**src/hw/rtl/ptw_pkg.sv**
```systemverilog
// ptw_pkg: shared constants, codes and control types of the page table walker
// used by every module under hw/rtl; depends on nothing
package ptw_pkg;

  localparam int unsigned TABLE_PAGES       = 16;
  localparam int unsigned ENTRIES_PER_TABLE = 512;
  localparam int unsigned IDX_W             = $clog2(ENTRIES_PER_TABLE);
  localparam int unsigned PAGE_W            = $clog2(TABLE_PAGES);
  localparam int unsigned DEPTH             = TABLE_PAGES * ENTRIES_PER_TABLE;
  localparam int unsigned ADDR_W            = PAGE_W + IDX_W;

  localparam int unsigned ENTRY_W     = 64;
  localparam int unsigned VPN_W       = 36;
  localparam int unsigned FRAME_W     = 40;
  localparam int unsigned PAGE_NUM_W  = 4;
  localparam int unsigned PRESENT_BIT = 0;
  localparam int unsigned SIZE_BIT    = 7;
  localparam int unsigned FRAME_LSB   = 12;
  localparam int unsigned SHIFT_1G    = 18;
  localparam int unsigned SHIFT_2M    = 9;

  localparam int unsigned CFG_ADDR_W = 3;
  localparam int unsigned CFG_DATA_W = 32;
  localparam logic [CFG_ADDR_W-1:0] REG_ROOT_ADDR = 3'd0;

  localparam logic KIND_WRITE = 1'b0;
  localparam logic KIND_XLATE = 1'b1;

  localparam logic [1:0] SIZE_NONE = 2'd0;
  localparam logic [1:0] SIZE_4K   = 2'd1;
  localparam logic [1:0] SIZE_2M   = 2'd2;
  localparam logic [1:0] SIZE_1G   = 2'd3;

  typedef enum logic [1:0] {
    ST_CLEAR,
    ST_IDLE,
    ST_WALK
  } state_e;

  typedef enum logic [1:0] {
    LVL_1,
    LVL_2,
    LVL_3,
    LVL_4
  } level_e;

  typedef struct packed {
    logic clear;
    logic write;
    logic start;
    logic step;
    logic load;
  } ctrl_cmd_t;

  typedef struct packed {
    logic clr_last;
    logic walk_done;
    logic out_free;
  } ctrl_sts_t;

endpackage

```
**src/hw/rtl/ptw_ctrl.sv**
```systemverilog
// ptw_ctrl: state machine that sequences store clearing, entry writes and table walks
// depends on ptw_pkg; drives ptw_datapath through ctrl_cmd_t / ctrl_sts_t
module ptw_ctrl import ptw_pkg::*; (
  input  logic      clk_i,
  input  logic      rst_ni,
  input  logic      in_valid_i,
  input  logic      kind_i,
  output logic      in_ready_o,
  input  ctrl_sts_t sts_i,
  output ctrl_cmd_t cmd_o
);

  state_e state_q, state_d;

  always_ff @(posedge clk_i or negedge rst_ni) begin
    if (!rst_ni) begin
      state_q <= ST_CLEAR;
    end else begin
      state_q <= state_d;
    end
  end

  always_comb begin
    state_d    = state_q;
    cmd_o      = '0;
    in_ready_o = 1'b0;
    case (state_q)
      ST_CLEAR: begin
        cmd_o.clear = 1'b1;
        if (sts_i.clr_last) begin
          state_d = ST_IDLE;
        end
      end
      ST_IDLE: begin
        in_ready_o = 1'b1;
        if (in_valid_i) begin
          if (kind_i == KIND_XLATE) begin
            cmd_o.start = 1'b1;
            state_d     = ST_WALK;
          end else begin
            cmd_o.write = 1'b1;
          end
        end
      end
      ST_WALK: begin
        if (sts_i.walk_done) begin
          if (sts_i.out_free) begin
            cmd_o.load = 1'b1;
            state_d    = ST_IDLE;
          end
        end else begin
          cmd_o.step = 1'b1;
        end
      end
      default: begin
        state_d = ST_CLEAR;
      end
    endcase
  end

endmodule

```
**config.mk**
```make
export PLATFORM = sky130hd
export DESIGN_NAME = ptw_ctrl
export DESIGN_NICKNAME = d
export VERILOG_FILES = /design/src/hw/rtl/ptw_pkg.sv /design/src/hw/rtl/ptw_ctrl.sv
export SDC_FILE = /design/constraint.sdc
export NUM_CORES = 1
export LEC_CHECK = 0
export BUFFER_PORTS_ARGS = -buffer_cell sky130_fd_sc_hd__buf_4
export CAP_MARGIN = 0
export CORE_AREA = 2 2 39 41
export CTS_CLUSTER_SIZE = 24
export DETAILED_ROUTE_END_ITERATION = 10
export DIE_AREA = 0 0 41 43
export HOLD_SLACK_MARGIN = 0.02
export PLACE_DENSITY_LB_ADDON = 0.3
export RECOVER_POWER = 25
export SETUP_SLACK_MARGIN = 0.4
export SLEW_MARGIN = 20
export SYNTH_ARGS = -nofsm -noshare
export SYNTH_HDL_FRONTEND = slang
export SYNTH_SLANG_ARGS = --single-unit
```
**constraint.sdc**
```tcl
create_clock -name clk_i -period 1.9 [get_ports clk_i]
set_input_delay 0.38 -clock clk_i [delete_from_list [all_inputs] [get_ports clk_i]]
set_output_delay 0.38 -clock clk_i [all_outputs]
set_load 0.01 [all_outputs]
```
**Word level (Yosys, flattened, before mapping)**

Index checks and enable logic that the tools add are counted.

- Logic and storage cells: 26
- Output and inout bits: 6
- Bits of input ports: 7
- Register bits: 2

- Reduce and logical (&&, ||, !) cells: 2
- Mux-type cells: 16
- Equality and inequality tests: 7

Operators by type and width:

| kind | number |
|---|---|
| 2-bit two-way mux | 8 |
| 2-bit inequality test, second input constant | 5 |
| 1-bit two-way mux | 7 |
| 2-bit case mux with 3 select lines | 1 |
| 5-bit AND reduction | 1 |
| 2-bit by 1-bit equality test with 1-bit output, second input constant | 1 |
| 2-bit equality test, second input constant | 1 |
| 2-bit logical NOT | 1 |

**Longest topological paths before layout**

- Word-level depth: 3
- Gate-level depth with buffers: 2
- Gate-level depth less buffers: 2

**Worst setup path before layout**

Ideal clock, no wire load.

- Kind: reg2out
- Start: reg state_q[1]
- End: out cmd_o[3] in the netlist's numbering
- Stages on the path, launching flop included: 3
- Data required time: 1,520 ps
- Path buffers: 0
- Arrival time: 788 ps
- Setup slack: 732 ps
- Path through: dfrtp_1 > nor2b_4 > and3b_1

RTL lines:

| item | line | text |
|---|---|---|
| start: declaration | ptw_ctrl.sv:13 | `state_e state_q, state_d;` |
| start signal: assignment | ptw_ctrl.sv:19 | `state_q <= state_d;` |
| end: declaration | ptw_ctrl.sv:10 | `output ctrl_cmd_t cmd_o` |

==> impl_metrics.ini <==
[global_routing]
grt_pass1_vias = 155
grt-ovfl-total = 0
grt_pass1_wl_um = 627
grt_max_degree = 7
grtUsageTotal_pct = 5.82
grt_antenna_before_repair = 0

[die]
initial_utilization_pct = 9.76
coreArea_um2 = 1380
boundaryPins = 13
placementRows = 14
dieArea_um2 = 1760
die_w_um = 41
die_h_um = 43

[setup_path]
cp_max_fo = 5
worst_setup_path_end_kind = output port
cp.required_ns = 1.52
arrival_ns = 1.10
worstSetupPathType = flop to output port
start_kind = flop

[place]
gp_congestion = 0.703
io_buffers = 12
place_area_um2 = 245

[layout]
layout_common_cells = buf_4, nor2_1, clkbuf_4
finalNetCount = 41
layout-drive-gt1-share_pct = 56.3
mostFrequentLayoutCell = buf_4
largest-register = state_q
stdcell_area_um2 = 288
largest_register_ffs = 2
area_delta_synth_final_pct = 113
n_antenna_cell = 0
largest_registers = state_q: 2 flops

[timing]
rsz0062_at_grt = no
worst_pin_slew_ns = 0.231
setup_viol_count_final = 0
post-route-period-util_pct = 77.7
fmax_mhz = 677
setup_tns_ns = 0
maxSlewHeadroom_pct = 84.5
finalMaxSlewViolations = 0
skew_ns = 0.00294
hold_viol = 0
period_minus_slack_ns = 1.48
whs_ns = 0.451

[yosys]
ys_types = 10
syn_inst = 15
synth-seq-cells = 2
yosysTopAreaCell = dfrtp_1
ys.warnings.count = 0
yosysTopAreaCellShare_pct = 37.0
yosys-top-cells-area = dfrtp_1, nor2_1, nor2b_4
avgSynthCellArea_um2 = 9.01
seq_area_frac_synth_pct = 37.0
syn_area_um2 = 135
syn_nets = 22

[power]
p_total_uw = 368
p_leak_uw = 0.000145
ir_drop_mv = 0.315
pwr_density_cell_nw_per_um2 = 1280

[drt]
ant_nets = 0
drt-initial-drc-count = 1
via_count = 179
wirelength_um = 447
viasPerCell = 3.73
drtPass1Iterations = 2
route.detailed.drc = 0
avgRoutedWirePerCell_um = 9.31

[clocking]
cts_buffers = 3
cts_buffer_depth = 2
htreeDepth = 1
tritoncts = yes
clock-sinks = 2
clk_latency_ns = 0.22
path_clk_slew_ns = 0.03
cts-root-buf = clkbuf_4

[status]
outcome = finished clean

[min_path]
hold_class = input pin to flop

[job]
drv_cap = 0
worst max-delay path, stage by stage, from the launching register on:
cell and delay, ns:
dfrtp_1 0.43, nor2b_4 0.15, and3_4 0.18, buf_4 0.11
cell usage after synthesis:
master	number
nand2_1	1
nand2b_1	1
o32ai_1	1
nor2b_4	1
a32o_1	1
and3_1	2
nor2b_1	1
nor2_1	4
dfrtp_1	2
and3b_1	1
stage by stage:
stage	util (%)	worst slack [ns]	cells
finish	20.8	0.423	48
global route	20.8	0.391	48
floorplan	-	0.732	15
CTS	20.1	0.406	47
detailed placement	17.7	0.644	43
global placement	17.7	0.637	43
layout make-up:
cell class / instances / area, µm²
clock buffers: 3 / 22.5
well taps: 16 / 20.0
flip-flops and latches: 2 / 51.3
fillers: 153 / 1100
multi-input cells: 13 / 90.1
repair buffers: 14 / 104
where the power goes:
group / switching (µW) / total, µW / leakage (µW) / internal, µW
Clock: 24.2 / 93.9 / 0.0000138 / 69.7
Combinational: 70.6 / 185 / 0.000107 / 114
Sequential: 27.2 / 89.7 / 0.0000237 / 62.5
Total: 122 / 368 / 0.000145 / 246
final timing paths:
path	startpoint	endpoint	slack, ns	depth (start not counted)
min in group asynchronous	rst_ni	state_q[1]	0.48	2
max reg2reg	state_q[0]	state_q[1]	0.84	3
max in group asynchronous	rst_ni	state_q[0]	1.28	2
min reg2reg	state_q[1]	state_q[0]	0.62	1
min	in_valid_i	state_q[1]	0.45	2
max	state_q[1]	cmd_o[2]	0.42	3
per-layer routing:
metal | track usage (%) | vias to the layer above | wire length, µm | share of wire, %
met5 | 0 | - | 0 | 0
met4 | 6.00 | 0 | 6 | 1.3
met3 | 3.14 | 2 | 68 | 15
met2 | 3.44 | 13 | 127 | 28
met1 | 10.3 | 74 | 244 | 55
li1 | - | 90 | - | -
timing repair:
action / 4_1_cts / 5_1_grt
setup buffers: 0 / 1
gates resized for setup: 0 / 2
hold endpoints to repair: 2 / 0
endpoints found under the setup margin: 0 / 3
hold buffers: 1 / 0
cell families (layout without fill, tap and decap cells):
group | count (synthesis) | after routing | share of synthesized area, %
flip-flops | 2 | 2 | 37.0
AND/OR/NAND/NOR | 11 | 11 | 49.1
buffers and inverters | 0 | 17 | 0
AO/OA/AOI/OAI | 2 | 2 | 13.9
No activity file was read; power rests on OpenSTA's default activity.
